### src/sv/gpp_pkg.sv
// ============================================================================
// gpp_pkg - shared types and constants of the game port paddle timers
// Op codes, fixed field widths and register indexes used by the channel
// interfaces and by the top level.
// ============================================================================
`default_nettype none

package gpp_pkg;

    // Fixed field widths of the command and status words
    localparam int OP_W       = 3;
    localparam int CYCLES_W   = 16;
    localparam int PSEL_W     = 2;
    localparam int RATE_W     = 16;
    localparam int BSEL_W     = 2;
    localparam int BUSY_W     = 4;
    localparam int NUM_BUTTONS = 3;

    // Configuration port
    localparam int APB_DW     = 32;
    localparam int APB_AW     = 3;
    localparam int BOUND_W    = 16;

    // Register indexes (paddr[2])
    typedef enum logic
    {
        REG_POS_MIN = 1'b0,
        REG_POS_MAX = 1'b1
    } reg_idx_t;

    // Reset value of the clamp ceiling
    localparam logic [BOUND_W-1:0] POS_MAX_RESET = 16'd3000;

    // Command op codes; codes 5..7 are no-ops
    typedef enum logic [OP_W-1:0]
    {
        OP_TICK     = 3'd0,
        OP_TRIGGER  = 3'd1,
        OP_POLL     = 3'd2,
        OP_SET_RATE = 3'd3,
        OP_BUTTON   = 3'd4
    } op_t;

endpackage : gpp_pkg

`default_nettype wire

### src/sv/gpp_intf.sv
// ============================================================================
// gpp_intf - valid/ready channels of the game port paddle timers
// gpp_cmd_if carries one command word, gpp_status_if one status word.
// ============================================================================
`default_nettype none

interface gpp_cmd_if;
    import gpp_pkg::*;

    logic                     valid;
    logic                     ready;
    logic [OP_W-1:0]          op;
    logic [CYCLES_W-1:0]      cycles;
    logic [PSEL_W-1:0]        paddle_sel;
    logic signed [RATE_W-1:0] rate;
    logic [BSEL_W-1:0]        button_sel;
    logic                     level;

    modport source
    (
        output valid, op, cycles, paddle_sel, rate, button_sel, level,
        input  ready
    );

    modport sink
    (
        input  valid, op, cycles, paddle_sel, rate, button_sel, level,
        output ready
    );
endinterface : gpp_cmd_if

interface gpp_status_if;
    import gpp_pkg::*;

    logic                   valid;
    logic                   ready;
    logic [BUSY_W-1:0]      paddle_busy;
    logic [NUM_BUTTONS-1:0] buttons;

    modport source
    (
        output valid, paddle_busy, buttons,
        input  ready
    );

    modport sink
    (
        input  valid, paddle_busy, buttons,
        output ready
    );
endinterface : gpp_status_if

`default_nettype wire

### src/sv/game_port_paddle_timers_top.sv
// ============================================================================
// game_port_paddle_timers_top - four-paddle game port with one-shot timers
// Keeps position, countdown and drift per paddle plus three button flags;
// every command word returns the countdown-running and button bits.
// ============================================================================
// Usage:
//   cmd    : command words (op, cycles, paddle_sel, rate, button_sel, level),
//            taken on valid & ready.
//   status : one status word per command (paddle_busy, buttons), taken on
//            valid & ready. Bits reflect the state after the command.
//   APB    : pos_min at 0x0, pos_max at 0x4, 16 bits each, readable.
//            Write only while no command is in flight.
// Pipeline: a command taken on cmd passes through the input register, then
//   the state update and status register.
// Throughput: one command per cycle unless status is held off; all paddles
//   update in parallel, each by one saturating subtract or one add and clamp.
// Reset: positions, countdowns, drifts and buttons clear to zero, pos_min
//   to 0, pos_max to 3000; both pipeline stages empty.
// Stall: while status is held off, the held command waits in the input
//   register and state does not change; one more command can be taken
//   before cmd.ready drops.
// ============================================================================
`default_nettype none

module game_port_paddle_timers_top
#(
    parameter int NUM_PADDLES = 4,
    parameter int POS_WIDTH   = 16
)
(
    input  wire logic                       clk,
    input  wire logic                       rst_n,

    gpp_cmd_if.sink                         cmd,
    gpp_status_if.source                    status,

    input  wire logic                       psel,
    input  wire logic                       penable,
    input  wire logic                       pwrite,
    input  wire logic [gpp_pkg::APB_AW-1:0] paddr,
    input  wire logic [gpp_pkg::APB_DW-1:0] pwdata,
    output logic      [gpp_pkg::APB_DW-1:0] prdata,
    output logic                            pready
);
    import gpp_pkg::*;

    // Widths for compares and the signed clamp sum
    localparam int XW     = (POS_WIDTH > BOUND_W) ? POS_WIDTH : BOUND_W;
    localparam int SW     = XW + 2;
    localparam int BUSY_N = (NUM_PADDLES < BUSY_W) ? NUM_PADDLES : BUSY_W;
    localparam logic [XW-1:0] POS_LIMIT = XW'((64'd1 << POS_WIDTH) - 64'd1);

    // ------------------------------------------------------------------
    // Configuration registers
    // ------------------------------------------------------------------
    logic [BOUND_W-1:0] pos_min_reg;
    logic [BOUND_W-1:0] pos_max_reg;
    logic               cfg_wr;

    assign pready = 1'b1;
    assign cfg_wr = psel && penable && pwrite && pready;

    always_ff @(posedge clk or negedge rst_n)
    begin
        if (!rst_n)
        begin
            pos_min_reg <= '0;
            pos_max_reg <= POS_MAX_RESET;
        end
        else if (cfg_wr)
        begin
            case (reg_idx_t'(paddr[2]))
                REG_POS_MIN: pos_min_reg <= pwdata[BOUND_W-1:0];
                REG_POS_MAX: pos_max_reg <= pwdata[BOUND_W-1:0];
                default:     pos_min_reg <= pos_min_reg;
            endcase
        end
    end

    // Register readback
    always_comb
    begin
        case (reg_idx_t'(paddr[2]))
            REG_POS_MIN: prdata = APB_DW'(pos_min_reg);
            REG_POS_MAX: prdata = APB_DW'(pos_max_reg);
            default:     prdata = '0;
        endcase
    end

    // Bounds saturated to the position range
    logic [XW-1:0]        lo_ext;
    logic [XW-1:0]        hi_ext;
    logic [POS_WIDTH-1:0] lo_cap;
    logic [POS_WIDTH-1:0] hi_cap;

    assign lo_ext = XW'(pos_min_reg);
    assign hi_ext = XW'(pos_max_reg);
    assign lo_cap = (lo_ext > POS_LIMIT) ? POS_LIMIT[POS_WIDTH-1:0] : lo_ext[POS_WIDTH-1:0];
    assign hi_cap = (hi_ext > POS_LIMIT) ? POS_LIMIT[POS_WIDTH-1:0] : hi_ext[POS_WIDTH-1:0];

    // ------------------------------------------------------------------
    // Pipeline control
    // ------------------------------------------------------------------
    logic s1_valid_reg;
    logic out_valid_reg;
    logic advance;
    logic fire;
    logic cmd_take;

    assign advance   = !out_valid_reg || status.ready;
    assign fire      = s1_valid_reg && advance;
    assign cmd.ready = !s1_valid_reg || advance;
    assign cmd_take  = cmd.valid && cmd.ready;

    always_ff @(posedge clk or negedge rst_n)
    begin
        if (!rst_n)
        begin
            s1_valid_reg  <= 1'b0;
            out_valid_reg <= 1'b0;
        end
        else
        begin
            if (cmd.ready)
            begin
                s1_valid_reg <= cmd.valid;
            end
            if (advance)
            begin
                out_valid_reg <= s1_valid_reg;
            end
        end
    end

    // Input register
    logic [OP_W-1:0]          s1_op_reg;
    logic [CYCLES_W-1:0]      s1_cycles_reg;
    logic [PSEL_W-1:0]        s1_psel_reg;
    logic signed [RATE_W-1:0] s1_rate_reg;
    logic [BSEL_W-1:0]        s1_bsel_reg;
    logic                     s1_level_reg;

    always_ff @(posedge clk)
    begin
        if (cmd_take)
        begin
            s1_op_reg     <= cmd.op;
            s1_cycles_reg <= cmd.cycles;
            s1_psel_reg   <= cmd.paddle_sel;
            s1_rate_reg   <= cmd.rate;
            s1_bsel_reg   <= cmd.button_sel;
            s1_level_reg  <= cmd.level;
        end
    end

    // ------------------------------------------------------------------
    // Paddle and button state
    // ------------------------------------------------------------------
    logic [POS_WIDTH-1:0]     position_reg  [NUM_PADDLES];
    logic [POS_WIDTH-1:0]     position_next [NUM_PADDLES];
    logic [POS_WIDTH-1:0]     countdown_reg [NUM_PADDLES];
    logic [POS_WIDTH-1:0]     countdown_next[NUM_PADDLES];
    logic signed [RATE_W-1:0] drift_reg     [NUM_PADDLES];
    logic signed [RATE_W-1:0] drift_next    [NUM_PADDLES];
    logic [NUM_BUTTONS-1:0]   pressed_reg;
    logic [NUM_BUTTONS-1:0]   pressed_next;

    // Per-paddle update: saturating tick, trigger load, clamped poll, set rate
    always_comb
    begin
        logic [XW-1:0]        cd_ext;
        logic [XW-1:0]        cy_ext;
        logic signed [SW-1:0] sum;
        logic signed [SW-1:0] lo_s;
        logic signed [SW-1:0] hi_s;

        cy_ext = XW'(s1_cycles_reg);
        lo_s   = $signed(SW'(lo_cap));
        hi_s   = $signed(SW'(hi_cap));
        for (int i = 0; i < NUM_PADDLES; i++)
        begin
            position_next[i]  = position_reg[i];
            countdown_next[i] = countdown_reg[i];
            drift_next[i]     = drift_reg[i];
            cd_ext = XW'(countdown_reg[i]);
            sum    = $signed(SW'(position_reg[i]))
                   + $signed({{(SW-RATE_W){drift_reg[i][RATE_W-1]}}, drift_reg[i]});
            if (sum > hi_s)
            begin
                sum = hi_s;
            end
            if (sum < lo_s)
            begin
                sum = lo_s;
            end
            if (fire)
            begin
                case (s1_op_reg)
                    OP_TICK:
                    begin
                        countdown_next[i] = (cd_ext > cy_ext)
                                          ? POS_WIDTH'(cd_ext - cy_ext) : '0;
                    end
                    OP_TRIGGER:
                    begin
                        countdown_next[i] = position_reg[i];
                    end
                    OP_POLL:
                    begin
                        position_next[i] = sum[POS_WIDTH-1:0];
                    end
                    OP_SET_RATE:
                    begin
                        if (32'(s1_psel_reg) == i)
                        begin
                            drift_next[i] = s1_rate_reg;
                        end
                    end
                    default:
                    begin
                        drift_next[i] = drift_reg[i];
                    end
                endcase
            end
        end
    end

    // Button flags; selector 3 is ignored
    always_comb
    begin
        pressed_next = pressed_reg;
        if (fire && (s1_op_reg == OP_BUTTON) && (32'(s1_bsel_reg) < NUM_BUTTONS))
        begin
            pressed_next[s1_bsel_reg] = s1_level_reg;
        end
    end

    always_ff @(posedge clk or negedge rst_n)
    begin
        if (!rst_n)
        begin
            for (int i = 0; i < NUM_PADDLES; i++)
            begin
                position_reg[i]  <= '0;
                countdown_reg[i] <= '0;
                drift_reg[i]     <= '0;
            end
            pressed_reg <= '0;
        end
        else
        begin
            position_reg  <= position_next;
            countdown_reg <= countdown_next;
            drift_reg     <= drift_next;
            pressed_reg   <= pressed_next;
        end
    end

    // ------------------------------------------------------------------
    // Status register
    // ------------------------------------------------------------------
    logic [BUSY_W-1:0]      busy_next;
    logic [BUSY_W-1:0]      out_busy_reg;
    logic [NUM_BUTTONS-1:0] out_buttons_reg;

    always_comb
    begin
        busy_next = '0;
        for (int i = 0; i < BUSY_N; i++)
        begin
            busy_next[i] = (countdown_next[i] != '0);
        end
    end

    always_ff @(posedge clk)
    begin
        if (fire)
        begin
            out_busy_reg    <= busy_next;
            out_buttons_reg <= pressed_next;
        end
    end

    assign status.valid       = out_valid_reg;
    assign status.paddle_busy = out_busy_reg;
    assign status.buttons     = out_buttons_reg;

    // ------------------------------------------------------------------
    // Assertions
    // ------------------------------------------------------------------
    // A status word only appears after a command sat in the input register
    a_out_from_s1: assert property (@(posedge clk) disable iff (!rst_n)
        $rose(out_valid_reg) |-> $past(s1_valid_reg))
        else $error("status word without a registered command");

    // Countdown of paddle 0 only grows on a trigger
    a_cd_monotone: assert property (@(posedge clk) disable iff (!rst_n)
        (fire && (s1_op_reg != OP_TRIGGER))
        |=> (countdown_reg[0] <= $past(countdown_reg[0])))
        else $error("countdown grew without a trigger");

    // Busy bit reflects the updated countdown
    a_busy_match: assert property (@(posedge clk) disable iff (!rst_n)
        fire |=> (out_busy_reg[0] == (countdown_reg[0] != '0)))
        else $error("busy bit disagrees with countdown");

    // Buttons change only on a button command
    a_btn_hold: assert property (@(posedge clk) disable iff (!rst_n)
        !(fire && (s1_op_reg == OP_BUTTON)) |=> $stable(pressed_reg))
        else $error("button flags changed without a button command");

endmodule : game_port_paddle_timers_top

`default_nettype wire
### src/flat_wrapper.sv
// flat-port wrapper written by rule: the top's interface ports become plain ports
module game_port_paddle_timers_top_flat import gpp_pkg::*;
#(
    parameter int NUM_PADDLES = 4,
    parameter int POS_WIDTH   = 16
)
  (clk, rst_n, psel, penable, pwrite, paddr, pwdata, prdata, pready, cmd_valid, cmd_op, cmd_cycles, cmd_paddle_sel, cmd_rate, cmd_button_sel, cmd_level, cmd_ready, status_valid, status_paddle_busy, status_buttons, status_ready);
  gpp_cmd_if cmd_i ();
  gpp_status_if status_i ();
  input  wire logic clk;
  input  wire logic rst_n;
  input  wire logic psel;
  input  wire logic penable;
  input  wire logic pwrite;
  input  wire logic [gpp_pkg::APB_AW-1:0] paddr;
  input  wire logic [gpp_pkg::APB_DW-1:0] pwdata;
  output logic      [gpp_pkg::APB_DW-1:0] prdata;
  output logic pready;
  input wire logic [$bits(cmd_i.valid)-1:0] cmd_valid;
  input wire logic [$bits(cmd_i.op)-1:0] cmd_op;
  input wire logic [$bits(cmd_i.cycles)-1:0] cmd_cycles;
  input wire logic [$bits(cmd_i.paddle_sel)-1:0] cmd_paddle_sel;
  input wire logic [$bits(cmd_i.rate)-1:0] cmd_rate;
  input wire logic [$bits(cmd_i.button_sel)-1:0] cmd_button_sel;
  input wire logic [$bits(cmd_i.level)-1:0] cmd_level;
  output wire logic [$bits(cmd_i.ready)-1:0] cmd_ready;
  output wire logic [$bits(status_i.valid)-1:0] status_valid;
  output wire logic [$bits(status_i.paddle_busy)-1:0] status_paddle_busy;
  output wire logic [$bits(status_i.buttons)-1:0] status_buttons;
  input wire logic [$bits(status_i.ready)-1:0] status_ready;
  assign cmd_i.valid = cmd_valid;
  assign cmd_i.op = cmd_op;
  assign cmd_i.cycles = cmd_cycles;
  assign cmd_i.paddle_sel = cmd_paddle_sel;
  assign cmd_i.rate = cmd_rate;
  assign cmd_i.button_sel = cmd_button_sel;
  assign cmd_i.level = cmd_level;
  assign cmd_ready = cmd_i.ready;
  assign status_valid = status_i.valid;
  assign status_paddle_busy = status_i.paddle_busy;
  assign status_buttons = status_i.buttons;
  assign status_i.ready = status_ready;
  game_port_paddle_timers_top #(.NUM_PADDLES(NUM_PADDLES), .POS_WIDTH(POS_WIDTH)) u_core (.clk(clk), .rst_n(rst_n), .cmd(cmd_i), .status(status_i), .psel(psel), .penable(penable), .pwrite(pwrite), .paddr(paddr), .pwdata(pwdata), .prdata(prdata), .pready(pready));
endmodule
### config.mk
export PLATFORM = sky130hd
export DESIGN_NAME = game_port_paddle_timers_top_flat
export DESIGN_NICKNAME = d
export VERILOG_FILES = /design/src/sv/gpp_pkg.sv /design/src/sv/gpp_intf.sv /design/src/sv/game_port_paddle_timers_top.sv /design/src/flat_wrapper.sv
export SDC_FILE = /design/constraint.sdc
export NUM_CORES = 1
export LEC_CHECK = 0
export BUFFER_PORTS_ARGS = -buffer_cell sky130_fd_sc_hd__buf_2
export CORE_UTILIZATION = 57
export DETAILED_ROUTE_END_ITERATION = 8
export HOLD_SLACK_MARGIN = 0.12
export PLACE_DENSITY_LB_ADDON = 0.3
export SLEW_MARGIN = 10
export SYNTH_ARGS = -nofsm -noshare
export SYNTH_HDL_FRONTEND = slang
export SYNTH_SLANG_ARGS = --single-unit
### constraint.sdc
create_clock -name clk -period 11.91 [get_ports clk]
set_input_delay 2.382 -clock clk [delete_from_list [all_inputs] [get_ports clk]]
set_output_delay 2.382 -clock clk [all_outputs]
set_load 0.005 [all_outputs]
Word-level counts from Yosys, hierarchy flattened. Index checks and enable logic that the tools add are counted.

Reduce and logical (&&, ||, !) cells: 24. Multipliers: 0. $lt $le $gt $ge: 17. Bitwise logic cells: 1. Divide/modulo/power cells: 0. $add $sub $neg: 8. Shift-type cells: 0. Mux-type cells: 27. Equality and inequality tests: 7.

Operators by type and width (count): $mux W16 (14); $pmux W16 S2 (4); $add A17 B16 Y18 (4); $gt A18 B17 Y1 (4); $lt A18 B17 Y1 (4); $mux W18 (4); $gt A16 B16 Y1 (4); $pmux W32 S2 (1); $reduce_bool A16 Y1 (4); $sub A16 B16 Y16 (4); $gt A16 B16 Y1 const B (2); $reduce_and A3 Y1 (4); $logic_and A1 B1 Y1 (7); $eq A3 B2 Y1 const B (2); $reduce_and A2 Y1 (3); $eq A2 B2 Y1 const B (2); $bwmux W3 (1); $eq A3 B1 Y1 const B (1); $eq A3 B3 Y1 const B (1); $logic_not A3 Y1 (1); $lt A2 B3 Y1 const B (1); $mux W3 (1); $demux W1 S2 (1); $eq A2 B1 Y1 const B (1); 7 further kinds (9).

RAM bits: 0. Flip-flop bits (word level): 276. Bits in latches: 0. Output and inout port bits: 42. Logic and storage cells: 109. Bits of input ports: 82. Memory bits (read-only): 0. Memories kept: 0.

Longest topological paths before layout. Gate-level depths: netlist of the first run.

Depth in word-level cells: 6. Mapped depth: 34. Mapped depth without buffers: 32.

Least setup slack after synthesis of the first run. Ideal clock, no wire load.

Path type: register -> register. From: register u_core.position_reg[32] in the netlist's numbering. To: register u_core.position_reg[41] in the netlist's numbering. Data arrival time: 6.591 ns. Setup time: 0.126 ns. Cell stages (with the launch flop): 32. Required time: 11.784 ns. Path buffers: 1. Path slack: 5.193 ns. Path through: dfrtp_1 -> ha_1 -> fa_1 -> a21o_1 -> a21oi_1 -> o21ai_1 -> a2111oi_0 -> nor2_1 -> o21a_1 -> nor2_1 -> xnor2_1 -> ha_1 -> and4_1 -> nand2_1 -> o221ai_1 -> nor2_1 -> nor2_1 -> o22ai_2 -> mux2_2 -> ha_1 -> a21o_1 -> a21oi_1 -> nor2b_1 -> o311ai_0 -> o211ai_1 -> nor4_1 -> nand3b_1 -> nand4_1 -> a21oi_2 -> and2_1 -> clkbuf_1 -> a221o_1.

Cells in the longest elaborated chain, start to end: 5.

RTL lines: start: declaration (RTL line game_port_paddle_timers_top.sv:159) `logic [POS_WIDTH-1:0] position_reg [NUM_PADDLES];`; start signal: assignment (RTL line game_port_paddle_timers_top.sv:252) `position_reg <= position_next;`; $add A17 B16 Y18 * (RTL line game_port_paddle_timers_top.sv:187) `+ $signed({{(SW-RATE_W){drift_reg[i][RATE_W-1]}}, drift_reg[i]});`; $gt A18 B17 Y1 (RTL line game_port_paddle_timers_top.sv:188) `if (sum > hi_s)`; $mux W18 * (RTL line game_port_paddle_timers_top.sv:188); $lt A18 B17 Y1 (RTL line game_port_paddle_timers_top.sv:192) `if (sum < lo_s)`; $mux W16 * (RTL line game_port_paddle_timers_top.sv:192).

Mark *: on every way between the ends. The rest lies on a longest branch, timed or not. A chain may end at the register's enable or synchronous reset.

Worst setup path after layout of the first run.
From: register u_core.position_reg[49] in the netlist's numbering. To: register u_core.position_reg[54] in the netlist's numbering.

The elaborated chain is that of the path after synthesis.

==> results.cfg, run 1 <==
[timing]
worstMarginPinSlew_ps = 1210
rsz0062_at_grt = no
setup_viol = 0
skew_ps = 14.1
period_minus_slack_ps = 8280
period_share = 0.695
final_max_slew_viol_count = 0
fin_setup_tns_ps = 0
finalHoldViolCount = 0
max_freq_mhz = 121
relSlewSlack = 0.191

[power_and_ir_drop]
swShare = 0.476
ir_drop_mv = 0.237
power.total_mw = 7.50
p_leak_nw = 11.2
seqPwrFrac = 0.223
internal-power_mw = 3.93
combPwrFrac = 0.627
p_sw_mw = 3.57
p_per_area_nw_per_um2 = 321
pwr-share-clk = 0.150

[floorplanning]
rows = 70
die_area_um2 = 38300
dieHeight_um = 196
core_area_um2 = 36800
die_width_um = 196
ios = 124
start_util = 0.581

[worst_hold_path]
hp-class = flop to flop

[clock_tree]
htreeDepth = 2
path_clk_slew_ps = 60
cts_tree = built
cts_made_buffers = 35
cts-hold-fix-buffers = 0
ctsResizeCount = 0
cts.sink_count = 276
clock-root-buffer = clkbuf_16
post-cts-setup-buffers = 0
worst_skew_pair.late_latency_ps = 560
cts_max_path_buffers = 3

[placement]
portBuffers = 88
routabilityCongestion = 0.987
hpwl_um = 53000

[synthesis]
yosys.area.top_type = dfrtp_1
synth_warnings = 0
synth_seq_cells = 276
synthArstFlopShare = 0.830
synth_enable_flop_cells = 47
synthCells = 2220
ys.flop_type = dfrtp_1
synth_seq_area_share = 0.335
yosys.area.top_type_share = 0.260
ys_types = 80
synthesis.area_um2 = 21400
yosys-top-cells-area = dfrtp_1 26%, ha_1 15%, mux2_2 7.7%
avgSynthCellArea_um2 = 9.62

[flow_run]
drv_cap = 0

[cells_and_area]
layout-drive-gt1-share = 0.153
final_util = 0.636
syn2layout_area_growth_pct = 9.42
nets = 2629
layout_common_cells = 256 x ha_1, 222 x dfrtp_1, 159 x a21oi_1, 146 x mux2_2, 136 x nand2_1
nFillCells = 3063
final_common_cell = ha_1

[setup_path]
cp.arrival_ps = 8680
cp.required_ps = 12300
cp-end-kind = flop
start_kind = flop
path_class = flop to flop
crit_fanout = 20

[grt]
antenna_found_initial = 7
grt_usage = 0.383
grt_max_degree = 96
grt_pass1_vias = 18200
grt.overflow.total = 0
grt_pass1_wl_um = 109000

[detailed_routing]
drtPass1Iterations = 7
drc = 0
drtIter0Drc = 2005
ant_nets = 0
wl_per_cell_um = 26.2
wl_um = 72700
vias = 18900
routed_via_density = 6.81

[status]
outcome = complete, no violations
[worst max-delay path, stage by stage (launching register included)]
cell,delay [ps]
dfrtp_1,450
ha_1,310
a21o_1,160
a21oi_1,220
o21bai_1,120
a2111oi_0,770
o21ai_0,340
a21oi_1,250
xnor2_1,140
ha_1,310
nand4_1,100
nor2_1,210
a211oi_1,150
a41o_1,220
a211o_1,320
nand2_1,540
mux2_2,420
ha_1,300
a21o_1,110
a21o_1,110
a21oi_1,80
o21ai_0,210
a21oi_1,60
o311ai_0,610
a211oi_1,140
and3b_1,890
mux2i_1,470
o21ai_0,120
[power groups by stage]
stage | registers (mW) | clock network (mW) | logic (mW)
floorplan | 1.42 | 0 | 3.55
global placement | 1.64 | 0 | 4.42
detailed placement | 1.65 | 0 | 4.56
CTS | 1.64 | 1.13 | 4.59
global route | 1.68 | 1.17 | 5.17
finish | 1.67 | 1.12 | 4.71
[final timing paths]
kind / cells after the start / end / slack [ps] / start
max: 27 / u_core.position_reg[54] / 3630 / u_core.position_reg[49]
min: 1 / u_core.pressed_reg[2] / 500 / u_core.pressed_reg[2]
max reg2reg: 27 / u_core.position_reg[54] / 3630 / u_core.position_reg[49]
min reg2reg: 1 / u_core.pressed_reg[2] / 500 / u_core.pressed_reg[2]
max in group asynchronous: 2 / u_core.drift_reg[29] / 8520 / rst_n
min in group asynchronous: 1 / u_core.pressed_reg[2] / 1890 / rst_n
[layout make-up]
class                      instances  area, um^2  share of cell area
multi-input combinational       1761       13500               0.577
sequential                       276        7150               0.306
inverter                         106         398              0.0170
timing repair buffer             103         563              0.0241
antenna                            2        5.00            0.000214
tap                              468         586              0.0250
clock inverter                    21         253              0.0108
clock buffer                      41         940              0.0402
[routing by layer]
metal	share of wire	vias to the layer above	GRT usage
met4	0.064	2	0.227
met1	0.40	9189	0.511
met3	0.10	221	0.0779
met2	0.43	988	0.574
li1	-	8516	-
met5	0.00012	-	0
[stage by stage]
| step | setup WS [ps] | instances | cell area [um^2] | hold slack, ps |
|---|---|---|---|---|
| 6_report | 3630 | 2778 | 23400 | 498 |
| 5_1_grt | 3020 | 2776 | 23400 | 521 |
| 4_1_cts | 3820 | 2776 | 23400 | 502 |
| 3_5_place_dp | 3850 | 2714 | 22200 | 487 |
| 3_3_place_gp | 3930 | 2714 | 22200 | 483 |
| 2_1_floorplan | 5190 | 2235 | 21400 | 467 |
[cells by family after synthesis]
| logic type | Yosys count | synth area share |
|---|---|---|
| buffers and inverters | 198 | 0.0379 |
| and+or+nand+nor | 558 | 0.130 |
| muxes | 165 | 0.0859 |
| xor gates and xnor gates | 107 | 0.0439 |
| DFF | 276 | 0.335 |
| other | 2 | 0.000352 |
| adders and majority gates | 264 | 0.157 |
| AOI/OAI and AO/OA | 650 | 0.210 |
[synthesized netlist by cell type (all sizes together) (15+ instances only)]
| master | n |
|---|---|
| inv | 106 |
| nand3 | 46 |
| mux2i | 19 |
| a31o | 16 |
| clkbuf | 69 |
| nand4 | 31 |
| nor2 | 129 |
| o21ai | 135 |
| nand2b | 16 |
| edfxtp | 47 |
| o211ai | 19 |
| o21a | 17 |
| a21oi | 161 |
| a211oi | 17 |
| and3 | 67 |
| o21bai | 16 |
| nor3 | 37 |
| nand2 | 136 |
| mux2 | 146 |
| nor2b | 26 |
| ha | 256 |
| o221ai | 15 |
| xnor2 | 74 |
| xor2 | 33 |
| a221o | 70 |
| nor4 | 16 |
| a21o | 76 |
| a31oi | 17 |
| dfrtp | 222 |
| buf | 23 |
(Power assumes the default switching activity.)
==> inputs of run 2 (changes only) <==
==> constraint.sdc (replaced) <==
create_clock -name clk -period 7.7 [get_ports clk]
set_input_delay 1.54 -clock clk [delete_from_list [all_inputs] [get_ports clk]]
set_output_delay 1.54 -clock clk [all_outputs]
set_load 0.005 [all_outputs]
==> run 2 against run 1 <==
Compared with the run above: worst hold slack improved by 1.9 ps; sequential power rose by 53%; core utilization rose by 0.61 points; wire length fell by 0.18%; clock skew rose by 9.4 ps; global-route usage fell by 0.28 points; clock power rose by 55%; first-iteration DRC count rose by 8.7%; critical path depth rose by 3; fmax rose by 13%; non-clock buffer count rose by 22; largest power group unchanged; highest routed layer unchanged.
==> results.cfg, run 2 (same netlist as run 1, synthesis figures left out) <==
[placement]
preCtsSetupSlack_ps = 291
post-place-cells = 2735
hpwl_um = 53200
portBuffers = 88
routabilityCongestion = 0.994

[cells_and_area]
nFillCells = 3068
syn2layout_area_growth_pct = 10.5
fin_cells = 2803
final_common_cell = ha_1
multi_input_area_um2 = 13500
final_util = 0.642
nets = 2651
layout_common_cells = 256 x ha_1, 222 x dfrtp_1, 159 x a21oi_1, 146 x mux2_2, 135 x nand2_1
layout-drive-gt1-share = 0.165
seq_area_um2 = 7150

[timing]
fin_setup_tns_ps = 0
relSlewSlack = 0.316
rsz0062_at_grt = no
timing.hold.ws_ps = 500
worstMarginPinSlew_ps = 1030
setup_viol = 0
timing.final.ws_setup_ps = 381
final_max_slew_viol_count = 0
period_share = 0.950
skew_ps = 23.5
max_freq_mhz = 137
finalHoldViolCount = 0
period_minus_slack_ps = 7320

[clock_tree]
path_clk_slew_ps = 60
cts.sink_count = 276
htreeDepth = 2
cts-hold-fix-buffers = 0
cts_tree = built
clock-root-buffer = clkbuf_16
worst_skew_pair.late_latency_ps = 560
cts_max_path_buffers = 3
cts_made_buffers = 35

[status]
outcome = complete, no violations

[setup_path]
crit_fanout = 15
path_class = flop to flop
cp.required_ps = 8130
cp_slowest_cell = a211oi_1
cp-end-kind = flop
ff2ff_setup_slack_ps = 380
critical_path.endpoint = u_core.position_reg[30]
r2r_start = u_core.position_reg[18]
rr_endpoint = u_core.position_reg[30]
reg2regPathDepth = 30
cp.arrival_ps = 7740
start_kind = flop
startpoint = u_core.position_reg[18]
cp_common_cell = a21o_1
critPathMaxStageDelay_ps = 810

[detailed_routing]
routed_via_density = 6.74
drtPass1Iterations = 6
wl_um = 72600
ant_nets = 0
vias = 18900
wl_per_cell_um = 25.9
drtIter0Drc = 2179
drc = 0

[floorplanning]
start_util = 0.581
rows = 70
ios = 124
die_width_um = 196
core_area_um2 = 36800
die_area_um2 = 38300
dieHeight_um = 196

[grt]
grt_pass1_vias = 18100
antenna_found_initial = 7
grt_usage = 0.380
grt.overflow.total = 0
grt_max_degree = 121
grt_pass1_wl_um = 108000

[worst_hold_path]
hp-start = u_core.pressed_reg[0]
hp-class = flop to flop

[flow_run]
drv_cap = 0

[power_and_ir_drop]
internal-power_mw = 6.22
p_sw_mw = 5.57
pwr-share-clk = 0.148
swShare = 0.472
p_leak_nw = 11.3
seqPwrFrac = 0.216
ir_drop_mv = 0.341
p_per_area_nw_per_um2 = 499
combPwrFrac = 0.636
[run 2: critical path, delay by kind of cell, from the launching register on]
kind / cells / cell delay, ps
flops: 1 / 470
fa+ha+maj: 3 / 1030
simple gates: 8 / 1270
mux: 2 / 640
xor+xnor: 1 / 230
buf+inv: 2 / 390
compound gates: 14 / 3130
[run 2: worst min path at each step]
| stage | depth (start not counted) | endpoint | slack, ps |
|---|---|---|---|
| detailed placement | 1 | u_core.pressed_reg[0] | 490 |
| finish | 1 | u_core.pressed_reg[0] | 500 |
| floorplan | 1 | u_core.pressed_reg[1] | 470 |
| global placement | 1 | u_core.pressed_reg[1] | 480 |
| global route | 1 | u_core.pressed_reg[0] | 510 |
| CTS | 1 | u_core.pressed_reg[0] | 500 |
[run 2: layout make-up]
type	instances	area share
multi-input cells	1761	0.572
flip-flops and latches	276	0.303
clock buffers	44	0.0433
repair buffers	125	0.0309
well taps	468	0.0248
inverters	106	0.0169
clock inverters	19	0.00838
diodes	4	0.000424
[run 2: metrics by stage]
step	cell area, um^2	power (mW)
after floorplan	21400	7.69
after global placement	22300	9.50
after detailed placement	22300	9.74
after CTS	23600	11.5
after global routing	23600	12.6
final	23600	11.8
[run 2: what timing repair did]
item / CTS / global route
setup buffers: 0 / 1
resized for setup: 0 / 8
endpoints found under the hold margin: 0 / 0
endpoints found under the setup margin: 0 / 32
[run 2: layer usage]
| metal | GRT usage | vias up | part of all wire |
|---|---|---|---|
| li1 | - | 8551 | - |
| met1 | 0.508 | 9130 | 0.42 |
| met2 | 0.572 | 987 | 0.43 |
| met3 | 0.0824 | 219 | 0.097 |
| met4 | 0.209 | 4 | 0.059 |
| met5 | 0 | - | 0.00079 |
[run 2: power by group through the flow]
| stage | Clock (mW) | Combinational (mW) | Sequential, mW |
|---|---|---|---|
| 6_report | 1.74 | 7.49 | 2.55 |
| 5_1_grt | 1.81 | 8.19 | 2.56 |
| 4_1_cts | 1.76 | 7.27 | 2.50 |
| 3_3_place_gp | 0 | 7.00 | 2.50 |
| 2_1_floorplan | 0 | 5.48 | 2.20 |
| 3_5_place_dp | 0 | 7.22 | 2.52 |
